--- src/raycast_wall_column_texturer_assert.svh ---
// Assertion macros used by the wall column texturer top level.
// Depends on nothing; included by the top level, which checks itself.
`ifndef RAYCAST_WALL_COLUMN_TEXTURER_ASSERT_SVH
`define RAYCAST_WALL_COLUMN_TEXTURER_ASSERT_SVH

// Check a property on every rising clock edge outside reset.
`define RCWT_ASSERT(lbl, clk, rst, prop, msg) \
   lbl: assert property (@(posedge clk) disable iff (rst) prop) else $error(msg);

// Check a property on every rising clock edge, reset included.
`define RCWT_ASSERT_ALWAYS(lbl, clk, prop, msg) \
   lbl: assert property (@(posedge clk) prop) else $error(msg);

`endif

--- src/rcwt_pkg.sv ---
// Shared types and constants of the wall column texturer.
// Used by the divider and the top level.
package rcwt_pkg;

   localparam int SCREEN_HEIGHT = 480;
   localparam int HALF_SCREEN   = SCREEN_HEIGHT / 2;
   localparam int TEX_WIDTH     = 64;
   localparam int TEX_HEIGHT    = 64;
   localparam int TEX_W_BITS    = $clog2(TEX_WIDTH);
   localparam int TEX_H_BITS    = $clog2(TEX_HEIGHT);
   localparam int MAP_BITS      = 12;
   localparam int MAP_COUNT     = 4;
   localparam int STORE_DEPTH   = MAP_COUNT * (1 << MAP_BITS);
   localparam int COLOR_W       = 24;
   localparam int ROW_W         = 9;
   localparam int COL_W         = 10;
   localparam int LH_W          = 16;
   localparam int STEP_W        = 24;
   localparam int N_W           = 17;

   localparam logic [COLOR_W-1:0] SHADE_MASK = 24'h7F7F7F;

   // Divider sizes: numerator holds SCREEN_HEIGHT << 16, divisor a distance.
   localparam int DIV_NUM_W = 25;
   localparam int DIV_DEN_W = 24;
   localparam int DIV_CNT_W = $clog2(DIV_NUM_W);

   localparam logic [DIV_NUM_W-1:0] LH_NUM   = DIV_NUM_W'(SCREEN_HEIGHT) << 16;
   localparam logic [DIV_NUM_W-1:0] STEP_NUM = DIV_NUM_W'(TEX_HEIGHT) << 16;

   localparam logic [1:0] FUNC_WRITE = 2'd0;
   localparam logic [1:0] FUNC_SETUP = 2'd1;
   localparam logic [1:0] FUNC_ROW   = 2'd2;

   localparam logic CSR_CEILING = 1'b0;
   localparam logic CSR_FLOOR   = 1'b1;

   typedef struct packed {
      logic [1:0]          pad;
      logic [ROW_W-1:0]    row;
      logic [COL_W-1:0]    column;
      logic [23:0]         pos_y;
      logic [23:0]         pos_x;
      logic                hit_side;
      logic signed [17:0]  ray_dir_y;
      logic signed [17:0]  ray_dir_x;
      logic [23:0]         wall_dist;
      logic [COLOR_W-1:0]  texel_color;
      logic [MAP_BITS-1:0] texel_addr;
      logic [1:0]          tex_select;
   } req_data_type;

   typedef struct packed {
      logic [4:0]         pad;
      logic [COL_W-1:0]   out_column;
      logic [ROW_W-1:0]   out_row;
      logic [COLOR_W-1:0] pixel_color;
   } rsp_data_type;

   typedef struct packed {
      logic busy;
      logic done;
   } div_stat_type;

   typedef enum logic [7:0] {
      S_IDLE     = 8'b0000_0001,
      S_ROW_MUL  = 8'b0000_0010,
      S_ROW_RD   = 8'b0000_0100,
      S_ROW_OUT  = 8'b0000_1000,
      S_SET_MUL  = 8'b0001_0000,
      S_SET_FRAC = 8'b0010_0000,
      S_DIV_LH   = 8'b0100_0000,
      S_DIV_ST   = 8'b1000_0000
   } state_type;

endpackage

--- src/rcwt_div.sv ---
// Restoring divider, one quotient bit per cycle.
// Depends on rcwt_pkg.
module rcwt_div
   import rcwt_pkg::*;
(
   input  logic                 clock,
   input  logic                 reset,
   input  logic                 start,
   input  logic [DIV_NUM_W-1:0] num,
   input  logic [DIV_DEN_W-1:0] den,
   output logic [DIV_NUM_W-1:0] quot,
   output div_stat_type         stat
);

   logic [DIV_NUM_W-1:0] quo_ff, quo_in;
   logic [DIV_DEN_W-1:0] rem_ff, rem_in;
   logic [DIV_DEN_W-1:0] den_ff, den_in;
   logic [DIV_CNT_W-1:0] cnt_ff, cnt_in;
   logic                 busy_ff, busy_in;
   logic                 done_ff, done_in;
   logic [DIV_DEN_W:0]   trial;
   logic                 fits;

   always_comb begin
      trial  = {rem_ff, quo_ff[DIV_NUM_W-1]};
      fits   = trial >= {1'b0, den_ff};
      quo_in = quo_ff;
      rem_in = rem_ff;
      den_in = den_ff;
      cnt_in = cnt_ff;
      busy_in = busy_ff;
      done_in = 1'b0;
      if (start) begin
         quo_in  = num;
         rem_in  = '0;
         den_in  = den;
         cnt_in  = DIV_CNT_W'(DIV_NUM_W - 1);
         busy_in = 1'b1;
      end else if (busy_ff) begin
         // shift in the next numerator bit, subtract where it fits
         rem_in = fits ? DIV_DEN_W'(trial - {1'b0, den_ff}) : trial[DIV_DEN_W-1:0];
         quo_in = {quo_ff[DIV_NUM_W-2:0], fits};
         cnt_in = cnt_ff - 1'b1;
         if (cnt_ff == '0) begin
            busy_in = 1'b0;
            done_in = 1'b1;
         end
      end
   end

   always_ff @(posedge clock) begin
      if (reset) begin
         busy_ff <= 1'b0;
         done_ff <= 1'b0;
         cnt_ff  <= '0;
      end else begin
         busy_ff <= busy_in;
         done_ff <= done_in;
         cnt_ff  <= cnt_in;
      end
      quo_ff <= quo_in;
      rem_ff <= rem_in;
      den_ff <= den_in;
   end

   assign quot      = quo_ff;
   assign stat.busy = busy_ff;
   assign stat.done = done_ff;

endmodule
--- config.mk ---
export PLATFORM = sky130hd
export DESIGN_NAME = rcwt_div
export DESIGN_NICKNAME = d
export VERILOG_FILES = /design/src/raycast_wall_column_texturer_assert.svh /design/src/rcwt_pkg.sv /design/src/rcwt_div.sv
export SDC_FILE = /design/constraint.sdc
export NUM_CORES = 1
export LEC_CHECK = 0
export BUFFER_PORTS_ARGS = -buffer_cell sky130_fd_sc_hd__buf_2
export CAP_MARGIN = 20
export CORE_ASPECT_RATIO = 1.5
export CORE_MARGIN = 1.5
export CORE_UTILIZATION = 56
export CTS_CLUSTER_SIZE = 14
export DETAILED_ROUTE_END_ITERATION = 16
export MAX_ROUTING_LAYER = met4
export PLACE_DENSITY = 0.9
export REMOVE_ABC_BUFFERS = 1
export SLEW_MARGIN = 20
export SYNTH_ARGS = -nofsm -noshare
export SYNTH_HDL_FRONTEND = slang
export SYNTH_SLANG_ARGS = --single-unit
--- constraint.sdc ---
create_clock -name clock -period 3.5 [get_ports clock]
set_input_delay 0.35 -clock clock [delete_from_list [all_inputs] [get_ports clock]]
set_output_delay 0.35 -clock clock [all_outputs]
set_load 0.1 [all_outputs]
Yosys cells after proc, flatten, opt, wreduce, memory -nomap -nowiden. Cells that the tools add are included.

Word-level logic and storage cells: 24. Bits in registers: 80.

Mux-type cells: 9. Reduce and logical (&&, ||, !) cells: 4. Add/sub/neg operators: 2. $lt $le $gt $ge: 1. Bitwise logic cells: 1.

Operator list (count): $mux 25 (2); $ge 25x24->1 (1); $mux 24 (1); $sub 24x24->24 (1); $mux 5 (2); $logic_not 5->1 (1); $sub 5x1->5 const B (1); $mux 1 (4); $reduce_or 3->1 (1); $reduce_bool 2->1 (1); $reduce_or 2->1 (1); $not 1->1 (1).

Logic depth before layout (Yosys ltp). Gate-level depths: netlist of the first run.

Word-level depth: 4. Gate-level depth with buffers: 13. Mapped depth without buffers: 11.

Worst setup path before layout of the first run. OpenSTA, ideal clock, no wires.

Path kind: register -> register. Start: register quo_ff[24] (netlist: quot[24]). End: register rem_ff[1]. Path buffers: 1. Required time: 3.405 ns. Cell stages (with the launch flop): 12. Data arrival time: 3.055 ns. Setup slack: 0.350 ns. Clock period less this slack: 3.150 ns. Cells stage by stage: edfxtp_1 > inv_1 > ha_1 > nand2b_1 > a21o_1 > a311o_1 > a21oi_2 > nor3_2 > or2_1 > buf_2 > or4b_1 > o311ai_1.

Longest elaborated chain between the ends: 2.

RTL lines: start, declared (RTL line rcwt_div.sv:15) `logic [DIV_NUM_W-1:0] quo_ff, quo_in;`; start signal, assigned (RTL line rcwt_div.sv:61) `quo_ff <= quo_in;`; $sub 24x24->24 / $ge 25x24->1 (equally long branches) (RTL line rcwt_div.sv:41, rcwt_div.sv:26); $mux 24 * (RTL line rcwt_div.sv:41) `rem_in = fits ? DIV_DEN_W'(trial - {1'b0, den_ff}) : trial[DIV_DEN_W-1:0];`; end signal, assigned (RTL line rcwt_div.sv:62) `rem_ff <= rem_in;`; end, declared (RTL line rcwt_div.sv:16) `logic [DIV_DEN_W-1:0] rem_ff, rem_in;`.

Every way passes the cells marked *; elsewhere a longest branch is shown, timed or not. A chain may end at the register's enable or synchronous reset.

Worst setup path after layout of the first run.
Start: register den_ff[12]. End: register rem_ff[0].

Longest elaborated chain between the ends: 2.

RTL lines: start, declared (RTL line rcwt_div.sv:17) `logic [DIV_DEN_W-1:0] den_ff, den_in;`; start signal, assigned (RTL line rcwt_div.sv:63) `den_ff <= den_in;`; $ge 25x24->1 (RTL line rcwt_div.sv:26) `fits = trial >= {1'b0, den_ff};`; $mux 24 (RTL line rcwt_div.sv:41).

No other way between the ends.

==> results summary, run 1 <==
The endpoint type of the worst setup path is a flop. The floorplan step set the die width to 75.6 um. The count of yosys warnings during synthesis came out at 0. The critical path goes through inv_1, ha_1, a21o_1, a21o_1, a21oi_1, nor2b_1, nor3_2, or2_1, a21oi_1, a211oi_1. Dividing the detail-routed via count by the number of cells gives 5.92.

The hold-fix buffer count after cts came out at 0. The share of synthesized registers carrying an async set or reset is 0. The data arrival time of the worst path came out at 3.24 ns. The global-route usage over all layers is 0.265. After technology mapping, the gate count stands at 420. The initial antenna violation count came out at 0. The number of failing hold endpoints at the final stage is 0.

The floorplan step defined a die boundary enclosing 8460 um2. The clock tree buffer depth is 2. Setup repair after global routing left no endpoint under its margin. The final-report setup violation count is 0. TritonCTS built the clock tree. The maximum vdd drop is 497 uV. The run finished with clean final reports. Counting both buffers and inverters, the worst setup path holds a total of 1.

In this run the worst path has a maximum fanout of 15. The cell with the largest stage delay on the worst path is or2_1. The tree built by TritonCTS fans out to 80 sinks. After detailed routing, the number of remaining DRC violations is 0. The most used flip-flop cell after synthesis is edfxtp_1. The placed wire-length estimate after detailed placement is 7090 um. The worst pin sits at a relative slew slack of 0.381. The worst slack at placement came out at 0.612 ns.

The power per unit of standard cell area is 519 nW/um2. The total standard cell area after synthesis is 4430 um2. The post-synthesis cell type count is 55. In this design, the largest share of critical-path delay is due to compound AO/OA/AOI/OAI gates.

The tree is rooted in a clkbuf_16. The initialized floorplan defines 39 standard-cell rows. After the first detailed-routing iteration, the DRC count stood at 239. The number of antenna diodes in the final layout is 0. Across the run, the number of max-cap violations was 0. At the pin with the least slew margin, the transition time is 0.927 ns. The post-synthesis average cell area is 10.5 um2.

The core box area came out at 7660 um2. The initial cell density of the core came out at 0.578. The final critical-path setup slack is 0.498 ns. The number of levels the H-tree was split into came out at 3. The number of synthesized register bits is 80. The count of nets left with antenna violations after detail routing is 0.

Global routing finished with a remaining overflow of 0. The total negative slack for setup checks came out at 0 ns. The leakage power came out at 2.20 nW. Across all layers, the routed design uses 3,567 vias. For this run, the slowest stage of the critical path takes 0.57 ns. Clock tree synthesis inserted a total of 9 buffers. The share of the clock period used by the worst path after layout came out at 0.858. The die extent in y came out at 112 um.

For the worst setup path, the data required time is 3.74 ns. The sequential share of the synthesized area is 0.473. In this run the worst hold path is classified as input pin to flop.

After clock tree synthesis, the setup repair step added 0 buffers. The number of buffers added on ports is 78. The count of final max-slew check failures is 0. The number of placed I/O pins came out at 79.

The fraction of layout instances using a drive strength above 1 came out at 0.253. After detailed routing, the average wire length per cell comes to 16.8 um. Entering global routing, the biggest net connects 32 pins. The final hold slack came out at 0.185 ns.

The post-synthesis to final-layout area growth is 17.8%. The shortest period the worst path allows is 3.00 ns. The worst setup path is of the flop to flop kind.

The via count of the first global-routing pass is 3,722. The fmax is 0.333 GHz. The worst setup path is launched from a flop.

The last weighted congestion value of the routability-driven placer came out at 0.884. The final wirelength came out at 10,100 um. The clock latency of the later-clocked register in the worst-skew pair is 0.34 ns.

The final worst clock skew came out at 0.00720 ns. The number of resized instances in the post-cts repair step is 0. The number of nets in the layout is 575. The clock-pin slew of the registers on the worst-case setup and hold paths is 0.06 ns. The first-pass GRT wire length is 16,500 um.

Before antenna repair, the detailed router went through 5 iterations. The count of flip-flops with a built-in enable after synthesis is 49.
metal layers:
layer / part of all wire / vias up / wire length (um) / track usage
met4: 0.032 / 0 / 324 / 0.143
met5: 0 / - / 0 / -
met2: 0.54 / 148 / 5500 / 0.443
met3: 0.055 / 31 / 559 / 0.0443
li1: - / 1696 / - / -
met1: 0.37 / 1692 / 3720 / 0.290
state kept, by name (all words and copies together) (netlist names):
name / count
done_ff: 1
den_ff: 24
busy_ff: 1
quot: 25
cnt_ff: 5
rem_ff: 24
cells by family (layout without fill, tap and decap cells):
logic type,after synthesis,in the layout,share of synthesized area
flip-flops,80,80,0.473
AO/OA/AOI/OAI,92,92,0.141
XOR/XNOR,23,23,0.0455
buffers and inverters,51,132,0.0466
adder cells (fa/ha/maj),27,27,0.0780
AND/OR/NAND/NOR,109,109,0.123
multiplexers,38,38,0.0930
cell type report:
class | instances | area [um2]
multi-input combinational | 289 | 2130
clock inverter | 5 | 81.3
sequential | 80 | 2090
timing repair buffer | 83 | 428
clock buffer | 11 | 233
inverter | 33 | 124
fill | 542 | 2450
tap | 102 | 128
worst reg2reg max path: cells and delay by family, from the launching register on:
family	cells	cell delay [ns]
buffers and inverters	1	0.04
and+or+nand+nor	3	1.02
DFF	1	0.32
adders and majority gates	1	0.35
AOI/OAI and AO/OA	5	1.17
placed cells by master, fill, tap and decap left out, drive strengths merged, types with 5 or more instances in the layout:
cell     n
buf     83
edfxtp  49
inv     33
nor2    32
dfxtp   31
nand2   26
ha      26
mux2    25
a21oi   21
o21ai   18
xnor2   15
mux2i   13
nand3   12
clkbuf  11
a211oi  10
nor3     9
xor2     8
a21o     7
o211ai   6
nand4    5
o31ai    5
cells in the mapped netlist (all sizes together), types with 2 or more instances:
cell / number / area share
a211oi: 10 / 0.017
a21o: 7 / 0.012
a21oi: 21 / 0.025
a311o: 2 / 0.0045
a311oi: 3 / 0.0059
a31oi: 2 / 0.0028
a32oi: 4 / 0.0079
a41o: 2 / 0.0045
and2: 3 / 0.0042
and3: 2 / 0.0028
and4: 2 / 0.0040
buf: 9 / 0.011
clkbuf: 9 / 0.0076
dfxtp: 31 / 0.14
edfxtp: 49 / 0.33
ha: 26 / 0.073
inv: 33 / 0.028
mux2: 25 / 0.064
mux2i: 13 / 0.029
nand2: 26 / 0.022
nand2b: 4 / 0.0057
nand3: 12 / 0.014
nand4: 5 / 0.0071
nor2: 32 / 0.029
nor2b: 3 / 0.0042
nor3: 9 / 0.011
nor4b: 2 / 0.0040
o211ai: 6 / 0.010
o21a: 2 / 0.0034
o21ai: 18 / 0.020
o311ai: 3 / 0.0059
o31ai: 5 / 0.0085
or2: 2 / 0.0028
or3: 3 / 0.0042
or4b: 2 / 0.0045
xnor2: 15 / 0.030
xor2: 8 / 0.016
power by group:
part	switching (W)	total (W)	internal (W)
Clock	0.000357	0.000981	0.000624
Sequential	0.0000411	0.00112	0.00108
Combinational	0.000431	0.000602	0.000171
per-stage QoR:
| step | cell area (um2) | std cells | util | power [W] |
|---|---|---|---|---|
| CTS | 5210 | 603 | 0.681 | 0.00271 |
| global placement | 4900 | 587 | 0.640 | 0.00171 |
| global route | 5210 | 603 | 0.681 | 0.00280 |
| detailed placement | 4900 | 587 | 0.640 | 0.00173 |
| finish | 5210 | 603 | 0.681 | 0.00270 |
| floorplan | 4340 | 402 | - | 0.00159 |
worst paths after layout:
| check | start | endpoint | slack (ns) | depth (start not counted) |
|---|---|---|---|---|
| hold / removal | den[0] | den_ff[0]$_DFFE_PP_ | 0.18 | 1 |
| hold reg to reg | rem_ff[14]$_SDFFE_PP0P_ | rem_ff[14]$_SDFFE_PP0P_ | 0.48 | 2 |
| setup / recovery | den_ff[12]$_DFFE_PP_ | rem_ff[0]$_SDFFE_PP0P_ | 0.50 | 10 |
| setup reg to reg | den_ff[12]$_DFFE_PP_ | rem_ff[0]$_SDFFE_PP0P_ | 0.50 | 10 |
(Power assumes the default switching activity.)
==> inputs of run 2 (changes only) <==
Settings changed: PLACE_DENSITY 0.9 to unset, PLACE_DENSITY_LB_ADDON set to 0.3.
==> run 2 against run 1 <==
Final area shrank 0.79%. Global-route usage shrank 2.6 points. Sequential power is essentially flat. Count of clock-buffer cells in the layout shrank 2. Sequential share of layout area grew 0.32 points. Worst setup slack gained 0.15 ns. Total power shrank 3.4%. Fmax grew 5.1%. Non-clock buffer count shrank 2. Via count shrank 4.7%. Worst hold slack lost 0.0061 ns.
==> results summary, run 2 (same netlist as run 1, synthesis figures left out) <==
The total iterations of the first detailed-routing run is 4. In this run the power density over the cells is 505 nW/um2. The share of power burned in registers came out at 0.427. The multi-input gate area in the final layout came out at 2130 um2. After routing the design area is 5170 um2. TritonCTS built the clock tree. The count of final max-slew check failures came to 0. The kind of cell adding the most delay to the critical path is compound AO/OA/AOI/OAI gates. The area of placed instances is 4880 um2. The number of resized instances in the post-cts repair step came out at 0. The number of antenna diodes in the final layout is 0. The number of failing hold endpoints at the final stage is 0. The via density per instance came out at 5.66. Leaving out fill and tap cells, the most frequent cells in the layout are buf_2 (78), edfxtp_1 (49), inv_1 (33). The number of buffers added on ports came out at 78.

The delay of the slowest cell on the worst path is 0.53 ns. The core region is 7660 um2. The largest net degree at the start of global routing is 46. The number of nets in the layout is 573. Registers take 2090 um2.

The worst setup path is of the flop to flop kind. The leakage power is 2.17 nW. The shortest period the worst path allows came out at 2.86 ns. Together, buffers and inverters on the worst path number 1. The final-report setup violation count is 0. The share of the clock period used by the worst path after layout is 0.816. The maximum vdd drop is 446 uV. The register-to-register setup slack came out at 0.64 ns. The initial antenna violation count is 0. Setup repair after global routing left no endpoint under its margin. The number of placed I/O pins came out at 79. Measured against its own limit, the worst slew margin works out to 0.373. The number of DRC markers in iteration 0 came out at 207.

The startpoint of the worst register-to-register path is den_ff[12]$_DFFE_PP_. The most common library cell in the layout ignoring fill and taps is buf_2. The final wirelength came out at 9020 um. CTS placed an instance of clkbuf_16 at the clock tree root. The combinational cell fraction of total power came out at 0.225. The remaining global-route overflow came out at 0. The number of levels the H-tree was split into is 3.

At the end of routability-driven placement, the weighted congestion stood at 0.922. The clock tree buffer depth came out at 2. The die is 112 um tall. The clock share of power came out at 0.347. The flow ran to the end, and the final reports show no timing, DRC or antenna violations. The analysis attributes to net switching a power of 0.000820 W. The placed wire-length estimate after detailed placement came out at 6440 um. At the worst endpoint, the arrival time is 3.12 ns. The horizontal die dimension is 75.6 um. The final worst clock skew came out at 0.00523 ns. The number of sinks on the clock net came out at 80. At the later pin of the worst-skew pair, clock insertion delay measures 0.34 ns.

The worst setup path is captured at a flop. The actual transition at the worst max-transition pin came out at 0.940 ns. The fmax is 0.350 GHz. Once detail routing completed, the nets flagged for antenna violations numbered 0. The row count is 39.

Of all nets on the critical path, the largest fanout is 15. The most critical setup path has its startpoint at den_ff[12]$_DFFE_PP_. Across every metal layer, demand over resource in global routing totals 0.239.

Clock tree synthesis inserted a total of 9 buffers. The post-CTS setup-driven buffer insertion count is 0. The min-delay analysis places its worst path in the category input pin to flop. The flip-flop count of the largest register after layout came out at 25. The first-pass GRT wire length came out at 15,000 um. The count of unresolved DRC violations after routing came out at 0. Of the total power, the share spent switching nets is 0.314. The slowest stage of the critical path is the or2_1 cell. The post-synthesis to final-layout area growth is 16.8%. The critical path data required time is 3.76 ns.

The number of filler cells placed in the layout came out at 602. The total die area is 8460 um2. The internal power consumption is 0.00179 W. In this run the most critical hold path is launched from den[16]. The number of max-capacitance violations reported is 0. The average wire length per cell after detail routing is 15.0 um. The clock-pin slew of the registers on the worst-case setup and hold paths is 0.06 ns. The fraction of layout instances using a drive strength above 1 came out at 0.251. The total negative slack for setup checks is 0 ns. Walking the worst path, the cells encountered are inv_1, ha_1, a21o_1, a21o_1, a21oi_1, nor2b_1, nor3_2, or2_1, a21oi_1, a211oi_1. The initial cell density of the core came out at 0.578. The routed layout has 3,400 vias. Hold repair after CTS inserted 0 buffers. The via count of the first global-routing pass is 3,452. The worst setup path is launched from a flop.
==> run 2: changes by cell type in the layout (fill, tap and decap cells not counted) <==
cell | before | now
clkbuf_1 | 2 | 0
bufinv_16 | 2 | 1
clkinv_2 | 1 | 2
clkinv_1 | 0 | 2
buf_4 | 5 | 3
clkinvlp_4 | 1 | 2
clkinv_4 | 1 | 0
==> run 2: power groups by stage <==
stage          Combinational [W]  Sequential [W]  Clock, W
2_1_floorplan           0.000229         0.00136         0
3_3_place_gp            0.000578         0.00113         0
3_5_place_dp            0.000587         0.00113         0
4_1_cts                 0.000589         0.00112  0.000924
5_1_grt                 0.000631         0.00112  0.000961
6_report                0.000588         0.00112  0.000907
==> run 2: worst register-to-register path, delay by kind of cell, from the launching register on <==
family          cells  cell delay, ns
compound gates      5            1.10
fa+ha+maj           1            0.34
buf+inv             1            0.04
flops               1            0.32
simple gates        3            0.97
==> run 2: final timing paths <==
path              cells past startpoint                      end
hold reg to reg                       2  rem_ff[23]$_SDFFE_PP0P_
setup / recovery                     10   rem_ff[0]$_SDFFE_PP0P_
setup reg to reg                     10   rem_ff[0]$_SDFFE_PP0P_
hold / removal                        1     den_ff[16]$_DFFE_PP_
==> run 2: routing by layer <==
layer | GRT usage | vias to the layer above | wire length (um)
li1 | - | 1695 | -
met2 | 0.384 | 103 | 4570
met3 | 0.0579 | 23 | 466
met5 | - | - | 0
met4 | 0.117 | 0 | 257
met1 | 0.271 | 1579 | 3730
==> run 2: cell type report <==
cell class | instances | area share
multi-input combinational | 289 | 0.411
sequential | 80 | 0.404
timing repair buffer | 81 | 0.0798
clock buffer | 9 | 0.0435
tap | 102 | 0.0247
inverter | 33 | 0.0239
clock inverter | 7 | 0.0121
==> run 2: through the flow <==
| stage | setup WS (ns) | total power, W | instances | hold WS (ns) | utilization |
|---|---|---|---|---|---|
| floorplan | 0.295 | 0.00159 | 402 | 0.422 | - |
| global placement | 0.776 | 0.00171 | 585 | 0.466 | 0.638 |
| detailed placement | 0.685 | 0.00172 | 585 | 0.467 | 0.638 |
| CTS | 0.678 | 0.00263 | 601 | 0.167 | 0.675 |
| global route | 0.490 | 0.00272 | 601 | 0.171 | 0.675 |
| finish | 0.643 | 0.00261 | 601 | 0.179 | 0.675 |
==> inputs of run 3 (changes only) <==
Settings changed: CORE_UTILIZATION 56 to 51.
Clock period 3.5 ns to 2.4 ns, I/O delays scaled along.
==> run 3 against run 2 <==
The run now ends with negative setup slack left. Clock skew rose by 0.00056 ns. Via count rose by 11%. Die area rose by 9.5%. Non-clock buffer count rose by 74. Combinational power rose by 75%. Count of clock-buffer cells in the layout did not move. Final area rose by 16%. Clock power rose by 61%. Total power rose by 58%. Critical endpoint is now rem_ff[1]$_SDFFE_PP0P_. Largest cell class unchanged. Largest power group unchanged.
==> results summary, run 3 (same netlist as run 1, synthesis figures left out) <==
The run finished, with violations left. The final reports fail on negative setup slack. The most common library cell in the layout ignoring fill and taps is buf_2. The internal portion of the total power is 0.00284 W. The flip-flop count of the largest register after layout is 25.

The data arrival time of the worst path came out at 2.70 ns. STA classifies the critical path startpoint as a flop. The path class of the tightest hold or removal check is input pin to flop. The via count of the first global-routing pass came out at 3,763. The initial antenna violation count came out at 0. The power after layout is 0.00412 W.

After clock tree synthesis, the clock-pin slew on the worst setup and hold paths is 0.06 ns. The via density per instance came out at 5.53. The core box area is 8410 um2.

The count of nets left with antenna violations after detail routing is 0. The tightest hold path in the finished design has a slack of 0.0766 ns. The row count is 41. The share of power burned in registers came out at 0.396. In the final layout, flip-flops and latches occupy 2090 um2. The number of max-capacitance violations reported came out at 0. The initial cell density of the core came out at 0.526. Setup repair after global routing could not meet its margin everywhere. Measured against its own limit, the worst slew margin works out to 0.647. The switching power of the nets is 0.00127 W. The power per unit of standard cell area came out at 683 nW/um2. The multi-input gate area in the final layout is 2330 um2. At the placement stage, the worst setup path has a slack of -0.243 ns. The largest net degree at the start of global routing came out at 30.

TritonCTS built the clock tree. For the worst setup path, the data required time is 2.64 ns. 0 antenna diodes ended up in the layout.

The endpoint type of the worst setup path is a flop. The remaining global-route overflow is 0. After layout, the worst setup slack is -0.0606 ns. Timing would allow up to 0.406 GHz. The worst-case IR drop observed on VDD is 655 uV. The maximum fanout encountered on the critical timing path is 7. The floorplan step set the die height to 117 um. The HPWL after detailed placement is 7540 um. The total clock buffers created by CTS is 9. The final worst clock skew came out at 0.00579 ns. The clock tree buffer depth is 2.

The actual transition at the worst max-transition pin came out at 0.530 ns. The number of placed I/O pins came out at 79. The share of total power consumed by net switching is 0.309.

The pre-antenna-repair detailed-routing pass consisted of 4 iterations. CTS saw 80 sinks. The leakage power is 2.59 nW. The share of total power dissipated in the clock network is 0.354. The last weighted congestion value of the routability-driven placer came out at 0.901. The first global-routing pass estimated 16,500 um of wire.

The count of unresolved DRC violations after routing is 0. The count of final max-slew check failures came out at 0. From synthesis to final layout, the design area changed by 36.1%. The class of the most critical setup path is flop to flop.

The hold-fix buffer count after cts came out at 0. The number of levels the H-tree was split into came out at 3. The number of failing hold endpoints at the final stage came out at 0. The clock latency of the later-clocked register in the worst-skew pair came out at 0.34 ns. The via total after detailed routing came out at 3,761.

The number of nets in the layout came out at 647. The number of filler cells placed in the layout is 621. At the end of the flow the core is filled with cells to 0.716. In the layout the commonest cells are buf_2 (78), buf_4 (72), edfxtp_1 (49). After detailed routing, the total wire length is 10,700 um.

Of the total power, combinational logic draws 0.250. The share of the clock period used by the worst path after layout is 1.03. Of the cells placed in the final design, the portion with a size suffix greater than 1 is 0.403. The shortest period the worst path allows is 2.46 ns. Setup violations remaining at the end of the flow were counted as 11. The total die area came out at 9260 um2.

After the first detailed-routing iteration, the DRC count stood at 153. Buffers placed on the I/O ports in this run total 78. The horizontal die dimension came out at 79.1 um.

The global-route usage over all layers is 0.239. In the final routed layout, each cell accounts on average for 15.7 um. The tree is rooted in a clkbuf_16.
## run 3: cell count changes in the layout (fill, tap and decap cells not counted), moves of 3 or more
cell and change:
buf_4 +69, ha_1 -7, ha_4 +7, o21ai_0 -6, o21ai_1 +5, buf_12 +4, a21oi_1 -3, a21oi_2 +3
o31ai_1 -3, o31ai_2 +3
## run 3: critical path: stages, from the launching register on
cell and delay [ns]:
edfxtp_1 0.37, inv_2 0.06, ha_4 0.26, o211ai_1 0.09
a21o_1 0.18, a311o_1 0.34, a21oi_2 0.14, nor3_2 0.08
or2_4 0.28, or4b_4 0.49, o311ai_2 0.09
## run 3: area by class of cell
| type | count | share of cell area |
|---|---|---|
| clock inverters | 7 | 0.0156 |
| well taps | 107 | 0.0222 |
| flip-flops and latches | 80 | 0.347 |
| multi-input cells | 289 | 0.387 |
| inverters | 33 | 0.0206 |
| clock buffers | 9 | 0.0374 |
| repair buffers | 155 | 0.170 |
## run 3: power by group through the flow
stage          Clock (W)  Sequential [W]  Combinational (W)
6_report         0.00146         0.00163            0.00103
5_1_grt          0.00154         0.00164            0.00109
4_1_cts          0.00148         0.00163           0.000996
3_5_place_dp           0         0.00165           0.000965
3_3_place_gp           0         0.00165           0.000947
2_1_floorplan          0         0.00199           0.000333
## run 3: per-stage QoR
stage | area [um2] | setup TNS, ns | instances
2_1_floorplan | 4340 | -27.77 | 402
6_report | 6030 | -0.258 | 680
3_3_place_gp | 5410 | -2.36 | 656
3_5_place_dp | 5410 | -3.72 | 656
5_1_grt | 6030 | -2.96 | 680
4_1_cts | 5900 | -0.153 | 677
## run 3: metal layers
| metal | share of wire | vias to the layer above | wire (um) | track usage |
|---|---|---|---|---|
| met5 | 0 | - | 0 | - |
| met4 | 0.028 | 0 | 295 | 0.112 |
| met3 | 0.032 | 30 | 343 | 0.0481 |
| met2 | 0.55 | 103 | 5900 | 0.443 |
| met1 | 0.39 | 1782 | 4120 | 0.238 |
| li1 | - | 1846 | - | - |
## run 3: timing repair
| action | in CTS | in global routing |
|---|---|---|
| endpoints found under the setup margin | 25 | 24 |
| buffers inserted | 5 | 3 |
| resized for setup | 19 | 24 |
| pin swaps | 5 | 11 |
| gates cloned | 0 | 0 |
## run 3: final timing paths
path / startpoint / end / slack (ns) / depth (start not counted)
worst max-delay path: den_ff[3]$_DFFE_PP_ / rem_ff[1]$_SDFFE_PP0P_ / -0.06 / 10
worst min-delay path: den[16] / den_ff[16]$_DFFE_PP_ / 0.08 / 1
worst max register to register: den_ff[3]$_DFFE_PP_ / rem_ff[1]$_SDFFE_PP0P_ / -0.06 / 10
worst min register to register: rem_ff[20]$_SDFFE_PP0P_ / rem_ff[20]$_SDFFE_PP0P_ / 0.49 / 2
